File: src/rtl/core/kmhr_pkg.sv
// Shared types, usage-code constants and keymap ROM for the key matrix
// HID report builder. No dependencies; imported by the top, kmhr_ctrl and kmhr_dp.
`default_nettype none

package kmhr_pkg;

  // HID usage codes with special meaning
  localparam logic [7:0] CODE_LAYER  = 8'hFF;
  localparam logic [7:0] CODE_MOD_LO = 8'hE0;
  localparam logic [7:0] CODE_MOD_HI = 8'hE7;
  localparam logic [7:0] CODE_EMPTY  = 8'h00;

  // Fixed keymap size
  localparam int ROM_ROWS = 5;
  localparam int ROM_COLS = 13;

  // Number of keycode fields in a report
  localparam int REPORT_SLOTS = 6;

  typedef logic [7:0] code_t;

  // Commands from controller to datapath
  typedef struct packed {
    logic capture;  // latch the sample and its keycode
    logic apply;    // update bitmaps, modifiers, slots and layer
    logic emit;     // load the output register
  } dp_cmd_t;

  // Status from datapath to controller
  typedef struct packed {
    logic scan_end;  // latched sample ends a scan
    logic report;    // some row is non-zero or changed after this sample
    logic out_free;  // output register can take a report this cycle
  } dp_sts_t;

  localparam code_t ROM_LAYER0 [ROM_ROWS][ROM_COLS] = '{
    '{8'h29, 8'h1E, 8'h1F, 8'h20, 8'h21, 8'h22, 8'h23, 8'h24, 8'h25, 8'h26, 8'h27, 8'h2D, 8'h2E},
    '{8'h2B, 8'h14, 8'h1A, 8'h08, 8'h15, 8'h17, 8'h1C, 8'h18, 8'h0C, 8'h12, 8'h13, 8'h2F, 8'h30},
    '{8'h39, 8'h04, 8'h16, 8'h07, 8'h09, 8'h0A, 8'h0B, 8'h0D, 8'h0E, 8'h0F, 8'h33, 8'h34, 8'h31},
    '{8'hE1, 8'h1D, 8'h1B, 8'h06, 8'h19, 8'h05, 8'h11, 8'h10, 8'h36, 8'h37, 8'h38, 8'hE5, 8'h35},
    '{8'hE3, 8'hFE, 8'hFF, 8'hE2, 8'h2A, 8'h28, 8'h2C, 8'h8A, 8'hE4, 8'h50, 8'h51, 8'h52, 8'h4F}
  };

  localparam code_t ROM_LAYER1 [ROM_ROWS][ROM_COLS] = '{
    '{8'h29, 8'h1E, 8'h1F, 8'h20, 8'h21, 8'h22, 8'h23, 8'h24, 8'h25, 8'h26, 8'h27, 8'h2F, 8'h30},
    '{8'h2B, 8'h34, 8'h36, 8'h12, 8'h18, 8'h1C, 8'h09, 8'h0A, 8'h06, 8'h15, 8'h0F, 8'h38, 8'h2E},
    '{8'hE0, 8'h13, 8'h0C, 8'h08, 8'h04, 8'h37, 8'h07, 8'h16, 8'h17, 8'h0B, 8'h1D, 8'h2D, 8'h31},
    '{8'hE1, 8'h0D, 8'h14, 8'h33, 8'h0E, 8'h1B, 8'h05, 8'h10, 8'h1A, 8'h11, 8'h19, 8'hE5, 8'h35},
    '{8'hE3, 8'hFE, 8'hFF, 8'hE2, 8'h2A, 8'h4C, 8'h28, 8'h2C, 8'h39, 8'h50, 8'h51, 8'h52, 8'h4F}
  };

  // Look up a key position; positions outside the keymap read as empty
  function automatic code_t keymap_code(input logic layer, input logic [2:0] row,
                                        input logic [3:0] column);
    code_t code;
    code = CODE_EMPTY;
    if ((row < 3'(ROM_ROWS)) && (column < 4'(ROM_COLS))) begin
      code = layer ? ROM_LAYER1[row][column] : ROM_LAYER0[row][column];
    end
    return code;
  endfunction

endpackage

`default_nettype wire

File: src/rtl/core/key_matrix_hid_report_builder.sv
// Top level of the key matrix HID report builder.
// Depends on kmhr_pkg, kmhr_ctrl and kmhr_dp.
`default_nettype none

// Turns scanned key samples into reports of a modifier byte, six keycode
// slots and the active layer bit. Each sample is first latched and its
// keycode read from the keymap ROM, then the row bitmaps, modifiers, slots
// and layer are updated; in_stall is high during the update. A scan-end
// sample that yields a report then loads the output register, waiting
// while a previous report is still stalled at the output. A finished report
// waits in the output register while the next samples are taken.
module key_matrix_hid_report_builder #(
  parameter int ROWS    = 5,
  parameter int COLUMNS = 13,
  parameter int SLOTS   = 6
) (
  input  logic       clk,
  input  logic       rst,
  input  logic       in_valid,
  output logic       in_stall,
  input  logic [2:0] row,
  input  logic [3:0] column,
  input  logic       pressed,
  input  logic       scan_end,
  output logic       out_valid,
  input  logic       out_stall,
  output logic [7:0] modifier_bits,
  output logic [7:0] slot_zero,
  output logic [7:0] slot_one,
  output logic [7:0] slot_two,
  output logic [7:0] slot_three,
  output logic [7:0] slot_four,
  output logic [7:0] slot_five,
  output logic       layer_now
);
  import kmhr_pkg::*;

  dp_cmd_t cmd;
  dp_sts_t sts;

  kmhr_ctrl u_ctrl (
    .clk      (clk),
    .rst      (rst),
    .in_valid (in_valid),
    .in_stall (in_stall),
    .sts      (sts),
    .cmd      (cmd)
  );

  kmhr_dp #(
    .ROWS    (ROWS),
    .COLUMNS (COLUMNS),
    .SLOTS   (SLOTS)
  ) u_dp (
    .clk           (clk),
    .rst           (rst),
    .cmd           (cmd),
    .sts           (sts),
    .row           (row),
    .column        (column),
    .pressed       (pressed),
    .scan_end      (scan_end),
    .out_stall     (out_stall),
    .out_valid     (out_valid),
    .modifier_bits (modifier_bits),
    .slot_zero     (slot_zero),
    .slot_one      (slot_one),
    .slot_two      (slot_two),
    .slot_three    (slot_three),
    .slot_four     (slot_four),
    .slot_five     (slot_five),
    .layer_now     (layer_now)
  );

endmodule

`default_nettype wire

File: src/rtl/core/kmhr_ctrl.sv
// Sequencer for the key matrix HID report builder: capture, apply, emit.
// Depends on kmhr_pkg for the command and status structs.
`default_nettype none

module kmhr_ctrl (
  input  logic              clk,
  input  logic              rst,
  input  logic              in_valid,
  output logic              in_stall,
  input  kmhr_pkg::dp_sts_t sts,
  output kmhr_pkg::dp_cmd_t cmd
);
  import kmhr_pkg::*;

  localparam logic [1:0] S_IDLE  = 2'd0;
  localparam logic [1:0] S_APPLY = 2'd1;
  localparam logic [1:0] S_EMIT  = 2'd2;

  logic [1:0] state;
  logic [1:0] state_next;

  // Take a sample only when idle
  assign in_stall = (state != S_IDLE);

  // Issue commands and pick next state
  always_comb begin
    cmd        = '0;
    state_next = state;
    case (state)
      S_IDLE: begin
        if (in_valid) begin
          cmd.capture = 1'b1;
          state_next  = S_APPLY;
        end
      end
      S_APPLY: begin
        cmd.apply = 1'b1;
        if (sts.scan_end && sts.report) begin
          state_next = S_EMIT;
        end else begin
          state_next = S_IDLE;
        end
      end
      S_EMIT: begin
        // Hold until the output register frees up
        if (sts.out_free) begin
          cmd.emit   = 1'b1;
          state_next = S_IDLE;
        end
      end
      default: begin
        state_next = S_IDLE;
      end
    endcase
  end

  always_ff @(posedge clk) begin
    if (rst) begin
      state <= S_IDLE;
    end else begin
      state <= state_next;
    end
  end

endmodule

`default_nettype wire

File: src/rtl/core/kmhr_dp.sv
// Datapath of the key matrix HID report builder: row bitmaps, modifier byte,
// keycode slots, layer select and the report output register. Uses kmhr_pkg.
`default_nettype none

module kmhr_dp #(
  parameter int ROWS    = 5,
  parameter int COLUMNS = 13,
  parameter int SLOTS   = 6
) (
  input  logic              clk,
  input  logic              rst,
  input  kmhr_pkg::dp_cmd_t cmd,
  output kmhr_pkg::dp_sts_t sts,
  input  logic [2:0]        row,
  input  logic [3:0]        column,
  input  logic              pressed,
  input  logic              scan_end,
  input  logic              out_stall,
  output logic              out_valid,
  output logic [7:0]        modifier_bits,
  output logic [7:0]        slot_zero,
  output logic [7:0]        slot_one,
  output logic [7:0]        slot_two,
  output logic [7:0]        slot_three,
  output logic [7:0]        slot_four,
  output logic [7:0]        slot_five,
  output logic              layer_now
);
  import kmhr_pkg::*;

  // Latched sample
  logic [2:0] row_q;
  logic [3:0] column_q;
  logic       pressed_q;
  logic       scan_end_q;
  code_t      code_q;

  // Report state
  logic [COLUMNS-1:0] row_now    [ROWS];
  logic [COLUMNS-1:0] row_before [ROWS];
  logic [7:0]         modifier_reg;
  code_t              code_slots [SLOTS];
  logic               layer_sel;
  logic               toggle_latched;

  // Next values
  logic [COLUMNS-1:0] row_now_next [ROWS];
  code_t              code_slots_next [SLOTS];
  logic [7:0]         modifier_next;
  logic               layer_next;
  logic               toggle_next;

  // Decode
  logic               in_range;
  logic [COLUMNS-1:0] col_mask;
  logic [ROWS-1:0]    row_hit;
  logic [ROWS-1:0]    row_diff;
  logic [ROWS-1:0]    row_active;
  logic               sel_changed;
  logic               do_press;
  logic               do_release;
  logic               is_layer;
  logic               is_mod;
  logic [7:0]         mod_mask;
  logic               slot_found;

  // Output register
  code_t              slot_view [REPORT_SLOTS];
  code_t              out_slot  [REPORT_SLOTS];

  // Decode sample position
  always_comb begin
    in_range = ({2'b00, row_q} < 5'(ROWS)) && ({1'b0, column_q} < 5'(COLUMNS));
    for (int j = 0; j < COLUMNS; j++) begin
      col_mask[j] = (column_q == 4'(j));
    end
  end

  // Update each row bitmap and flag rows that differ from the last scan
  always_comb begin
    for (int i = 0; i < ROWS; i++) begin
      row_hit[i] = in_range && ({2'b00, row_q} == 5'(i));
      if (row_hit[i]) begin
        row_now_next[i] = pressed_q ? (row_now[i] | col_mask) : (row_now[i] & ~col_mask);
      end else begin
        row_now_next[i] = row_now[i];
      end
      row_diff[i]   = (row_now_next[i] != row_before[i]);
      row_active[i] = row_diff[i] || (|row_now_next[i]);
    end
    sel_changed = |(row_hit & row_diff);
  end

  // Classify the keycode; a release counts only if its row differs from the last scan
  always_comb begin
    do_press   = in_range && pressed_q;
    do_release = in_range && !pressed_q && sel_changed;
    is_layer   = (code_q == CODE_LAYER);
    is_mod     = code_q inside {[CODE_MOD_LO:CODE_MOD_HI]};
    mod_mask   = 8'd1 << code_q[2:0];
  end

  // Modifier, layer and slot updates
  always_comb begin
    modifier_next   = modifier_reg;
    layer_next      = layer_sel;
    toggle_next     = toggle_latched;
    code_slots_next = code_slots;
    slot_found      = 1'b0;
    if (do_press) begin
      if (is_layer) begin
        if (!toggle_latched) begin
          layer_next  = ~layer_sel;
          toggle_next = 1'b1;
        end
      end else if (is_mod) begin
        modifier_next = modifier_reg | mod_mask;
      end else begin
        // Stop at a held copy or fill the first empty slot
        for (int k = 0; k < SLOTS; k++) begin
          if (!slot_found) begin
            if (code_slots[k] == code_q) begin
              slot_found = 1'b1;
            end else if (code_slots[k] == CODE_EMPTY) begin
              code_slots_next[k] = code_q;
              slot_found         = 1'b1;
            end
          end
        end
      end
    end else if (do_release) begin
      if (is_layer) begin
        toggle_next = 1'b0;
      end else if (is_mod) begin
        modifier_next = modifier_reg & ~mod_mask;
      end else begin
        // Drop the code from every slot that holds it
        for (int k = 0; k < SLOTS; k++) begin
          if (code_slots[k] == code_q) begin
            code_slots_next[k] = CODE_EMPTY;
          end
        end
      end
    end
  end

  // Status to controller
  always_comb begin
    sts.scan_end = scan_end_q;
    sts.report   = |row_active;
    sts.out_free = !out_valid || !out_stall;
  end

  // Report view of the slots; missing slots read as empty
  for (genvar g = 0; g < REPORT_SLOTS; g++) begin : g_view
    if (g < SLOTS) begin : g_have
      assign slot_view[g] = code_slots[g];
    end else begin : g_none
      assign slot_view[g] = CODE_EMPTY;
    end
  end

  // Capture sample and look up its keycode for the active layer
  always_ff @(posedge clk) begin
    if (cmd.capture) begin
      row_q      <= row;
      column_q   <= column;
      pressed_q  <= pressed;
      scan_end_q <= scan_end;
      code_q     <= keymap_code(layer_sel, row, column);
    end
  end

  // Advance report state
  always_ff @(posedge clk) begin
    if (rst) begin
      for (int i = 0; i < ROWS; i++) begin
        row_now[i]    <= '0;
        row_before[i] <= '0;
      end
      for (int k = 0; k < SLOTS; k++) begin
        code_slots[k] <= CODE_EMPTY;
      end
      modifier_reg   <= '0;
      layer_sel      <= 1'b0;
      toggle_latched <= 1'b0;
    end else if (cmd.apply) begin
      for (int i = 0; i < ROWS; i++) begin
        row_now[i] <= row_now_next[i];
        if (scan_end_q) begin
          row_before[i] <= row_now_next[i];
        end
      end
      code_slots     <= code_slots_next;
      modifier_reg   <= modifier_next;
      layer_sel      <= layer_next;
      toggle_latched <= toggle_next;
    end
  end

  // Output valid: set on emit, drop when the transaction completes
  always_ff @(posedge clk) begin
    if (rst) begin
      out_valid <= 1'b0;
    end else if (cmd.emit) begin
      out_valid <= 1'b1;
    end else if (out_valid && !out_stall) begin
      out_valid <= 1'b0;
    end
  end

  // Output payload
  always_ff @(posedge clk) begin
    if (cmd.emit) begin
      modifier_bits <= modifier_reg;
      out_slot      <= slot_view;
      layer_now     <= layer_sel;
    end
  end

  assign slot_zero  = out_slot[0];
  assign slot_one   = out_slot[1];
  assign slot_two   = out_slot[2];
  assign slot_three = out_slot[3];
  assign slot_four  = out_slot[4];
  assign slot_five  = out_slot[5];

endmodule

`default_nettype wire

File: config.mk
export PLATFORM = sky130hd
export DESIGN_NAME = key_matrix_hid_report_builder
export DESIGN_NICKNAME = d
export VERILOG_FILES = /design/src/rtl/core/kmhr_pkg.sv /design/src/rtl/core/key_matrix_hid_report_builder.sv /design/src/rtl/core/kmhr_ctrl.sv /design/src/rtl/core/kmhr_dp.sv
export SDC_FILE = /design/constraint.sdc
export NUM_CORES = 1
export LEC_CHECK = 0
export ABC_AREA = 1
export ABC_CLOCK_PERIOD_IN_PS = 8700
export BUFFER_PORTS_ARGS = -buffer_cell sky130_fd_sc_hd__buf_2
export CORE_ASPECT_RATIO = 0.75
export CORE_MARGIN = 1
export CORE_UTILIZATION = 40
export CTS_CLUSTER_DIAMETER = 120
export CTS_CLUSTER_SIZE = 40
export DETAILED_ROUTE_END_ITERATION = 12
export RECOVER_POWER = 100
export SLEW_MARGIN = 30
export SYNTH_ARGS = -nofsm -noshare
export SYNTH_HDL_FRONTEND = slang
export SYNTH_SLANG_ARGS = --single-unit
export TNS_END_PERCENT = 50
File: constraint.sdc
create_clock -name clk -period 8.7 [get_ports clk]
set_clock_uncertainty 0.15 [all_clocks]
set_input_delay 1.305 -clock clk [delete_from_list [all_inputs] [get_ports clk]]
set_output_delay 1.305 -clock clk [all_outputs]
set_load 0.03 [all_outputs]
==> results by group <==
Die
  – Core region area: 0.0360 mm^2
  – Die Area: 0.0375 mm^2
  – Die width: 223 um
  – Initial Util: 40.7%
  – I/O Pins: 72
  – Row Count: 60
  – Die height: 168 um

Synthesis
  – Number of enable flip-flop cells after synthesis: 204
  – Most common cell in the synthesized netlist: nand2_1
  – Seq/Total Area, Yosys: 50.1%
  – Synth async-reset ratio: 0%
  – Avg Cell Area, Syn: 7.79 um^2
  – Mapped Nets: 1903
  – Synth top area cells: edfxtp_1 (42%), nand2_1 (14%), nor2_1 (9.2%)
  – Synth warn: 0
  – Post-synthesis cell count: 1884
  – Distinct cells, synth: 57
  – Top post-synthesis cells by count: nand2_1 (554), nor2_1 (359), edfxtp_1 (204), inv_1 (200), nand3_1 (88)
  – Post-synth top area cell: edfxtp_1
  – Ys flop type: edfxtp_1
  – Mapped Area: 0.0147 mm^2
  – Flip-flop and latch count after synthesis: 265
  – Share of the synthesized area in the top cell type: 41.7%

Clocking
  – Root buffer cell: clkbuf_16
  – Skew-Pair Late Insertion Delay: 0.52 ns
  – Max Root-Sink Buffers: 3
  – # resized after CTS: 0
  – Hold buffers post-CTS: 0
  – Num CTS Buffers: 10
  – CTS tree: yes
  – TritonCTS Sinks: 265
  – Clk slew on worst S/H paths: 0.15 ns
  – CTS H-Tree Depth: 1
  – Postcts setup bufs: 0

GRT
  – GRT Total Usage: 23.0%
  – GRT overflow: 0
  – First-pass GRT wire length: 67500 um
  – Largest net degree at the start of global routing: 66
  – Vias in the first global route: 11.7k
  – Initial antenna violation count: 1

Final layout
  – Diodes inserted: 0
  – Nets: 1925
  – Layout Cells excl Fill: 2375
  – Fraction of layout cells with a size suffix above 1: 3.35%
  – Area growth syn-to-layout: 5.54%

Setup path
  – Critical Path Fanout Max: 65
  – Critical Path RT: 8.58 ns
  – Crit Path Class: input pin to flip-flop
  – Crit path launch type: input pin
  – Crit end category: flip-flop
  – Arrival @ worst endpoint: 5.70 ns

Power and ir drop
  – PwrDens: 157 mW/mm^2
  – P_leak: 6.40 nW
  – Total power: 2.43 mW
  – VDD IR-drop max: 132 uV

Placement
  – DP Wirelength: 30100 um
  – Final Wtd Congestion: 0.931
  – Placed Cells: 2359
  – I/O Buffers: 71

STA
  – RSZ-0062 raised after global routing: no
  – Peak Freq: 0.172 GHz
  – Final worst path period need: 5.82 ns
  – Final hold violation count: 0
  – Fin crit share: 66.9%
  – Max_slew headroom: -183%
  – Fin Hold WS: 0.301 ns
  – Max Slew Vio Count: 350
  – Setup-failing EPs final: 0
  – TNS Setup: 0 ns
  – Worst slew pin tran: 4.25 ns

Detailed routing
  – Routed vias/inst: 5.40
  – Routed wire length: 43600 um
  – Remaining routing DRC violations: 0
  – Initial DRC count: 1372
  – Drt pass-1 iters: 5
  – DRT antenna net count: 0
  – Via count: 12.8k
  – Wire per inst: 18.4 um

Run
  – Max Cap Violations: 6

Status
  – Failing checks: max-capacitance violations, max-slew violations
  – Outcome: finished, violations left

Worst hold path
  – Class of the worst hold path: flip-flop to flip-flop
[layer usage]
layer | global-route usage [%] | part of all wire, % | up-vias
met5 | 0 | 0 | -
met4 | 4.08 | 1.1 | 0
met3 | 3.09 | 7.9 | 33
met2 | 34.1 | 42 | 531
met1 | 35.7 | 49 | 6054
li1 | - | - | 6209
[through the flow]
stage	area, um^2	util (%)	worst slack [ns]
2_1_floorplan	14700	-	3.02
3_3_place_gp	15400	42.7	4.25
3_5_place_dp	15400	42.7	4.33
4_1_cts	15700	43.5	4.39
5_1_grt	15500	43.0	2.48
6_report	15500	43.0	2.88
[final cells by class]
| class | instances | area, um^2 |
|---|---|---|
| clock inverters | 2 | 17.5 |
| fillers | 3678 | 20500 |
| multi-input cells | 1340 | 6160 |
| repair buffers | 78 | 300 |
| clock buffers | 14 | 287 |
| flip-flops and latches | 265 | 7350 |
| well taps | 465 | 582 |
| inverters | 211 | 795 |
[power breakdown]
group | switching (mW) | internal [mW] | total, mW
Combinational | 0.254 | 0.0877 | 0.341
Clock | 0.401 | 0.240 | 0.640
Sequential | 0.0355 | 1.41 | 1.45
Total | 0.690 | 1.74 | 2.43
[final timing paths]
| check | to | slack [ns] | from | cells past startpoint |
|---|---|---|---|---|
| worst max register to register | u_dp.code_slots[44] | 3.13 | u_dp.pressed_q | 22 |
| worst max-delay path | u_dp.row_now[0][31] | 2.88 | rst | 5 |
| worst min register to register | u_dp.modifier_bits[2] | 0.30 | flip-flop | 0 |
| worst min-delay path | u_dp.modifier_bits[2] | 0.30 | flip-flop | 0 |
[sequential cells by signal, indices dropped and copies added, names as in the netlist, 3 cells and up, named ones only]
register,cells
u_dp.slot_three,8
u_dp.slot_zero,8
u_dp.code_q,8
u_dp.slot_five,8
u_dp.slot_one,8
u_dp.slot_two,8
u_dp.row_q,3
u_dp.slot_four,8
u_dp.row_now,65
u_dp.modifier_bits,8
u_dp.column_q,4
u_dp.code_slots,48
u_dp.row_before,65
[worst max-delay path, cell delays in order]
cell      delay, ns
clkbuf_1       0.50
clkinv_1       0.32
buf_4          0.40
o21ai_0        0.17
clkbuf_1       2.94
[cell usage in the layout, fill, tap and decap left out, types with 5 or more instances in the layout]
cell	n
xor2_1	5
or2_2	5
xnor2_1	11
a31oi_1	7
a21oi_1	24
dfxtp_1	61
inv_1	201
nor4_1	16
inv_2	5
o21bai_1	21
nor2_2	11
o21ai_1	10
ha_1	6
nand2_2	10
clkbuf_16	11
nor3_1	19
nand3b_1	36
o21ai_0	41
nand3_1	88
nor2_1	360
clkbuf_1	77
nand4_1	59
a211oi_1	6
o211ai_1	6
nand2_1	553
edfxtp_1	204
[cell families after synthesis]
kind of cell	share of synthesized area (%)
AO/OA/AOI/OAI	6.39
AND/OR/NAND/NOR	34.5
buffers and inverters	7.61
XOR/XNOR	0.955
adder cells (fa/ha/maj)	0.511
flip-flops	50.1
(Power assumes the default switching activity.)
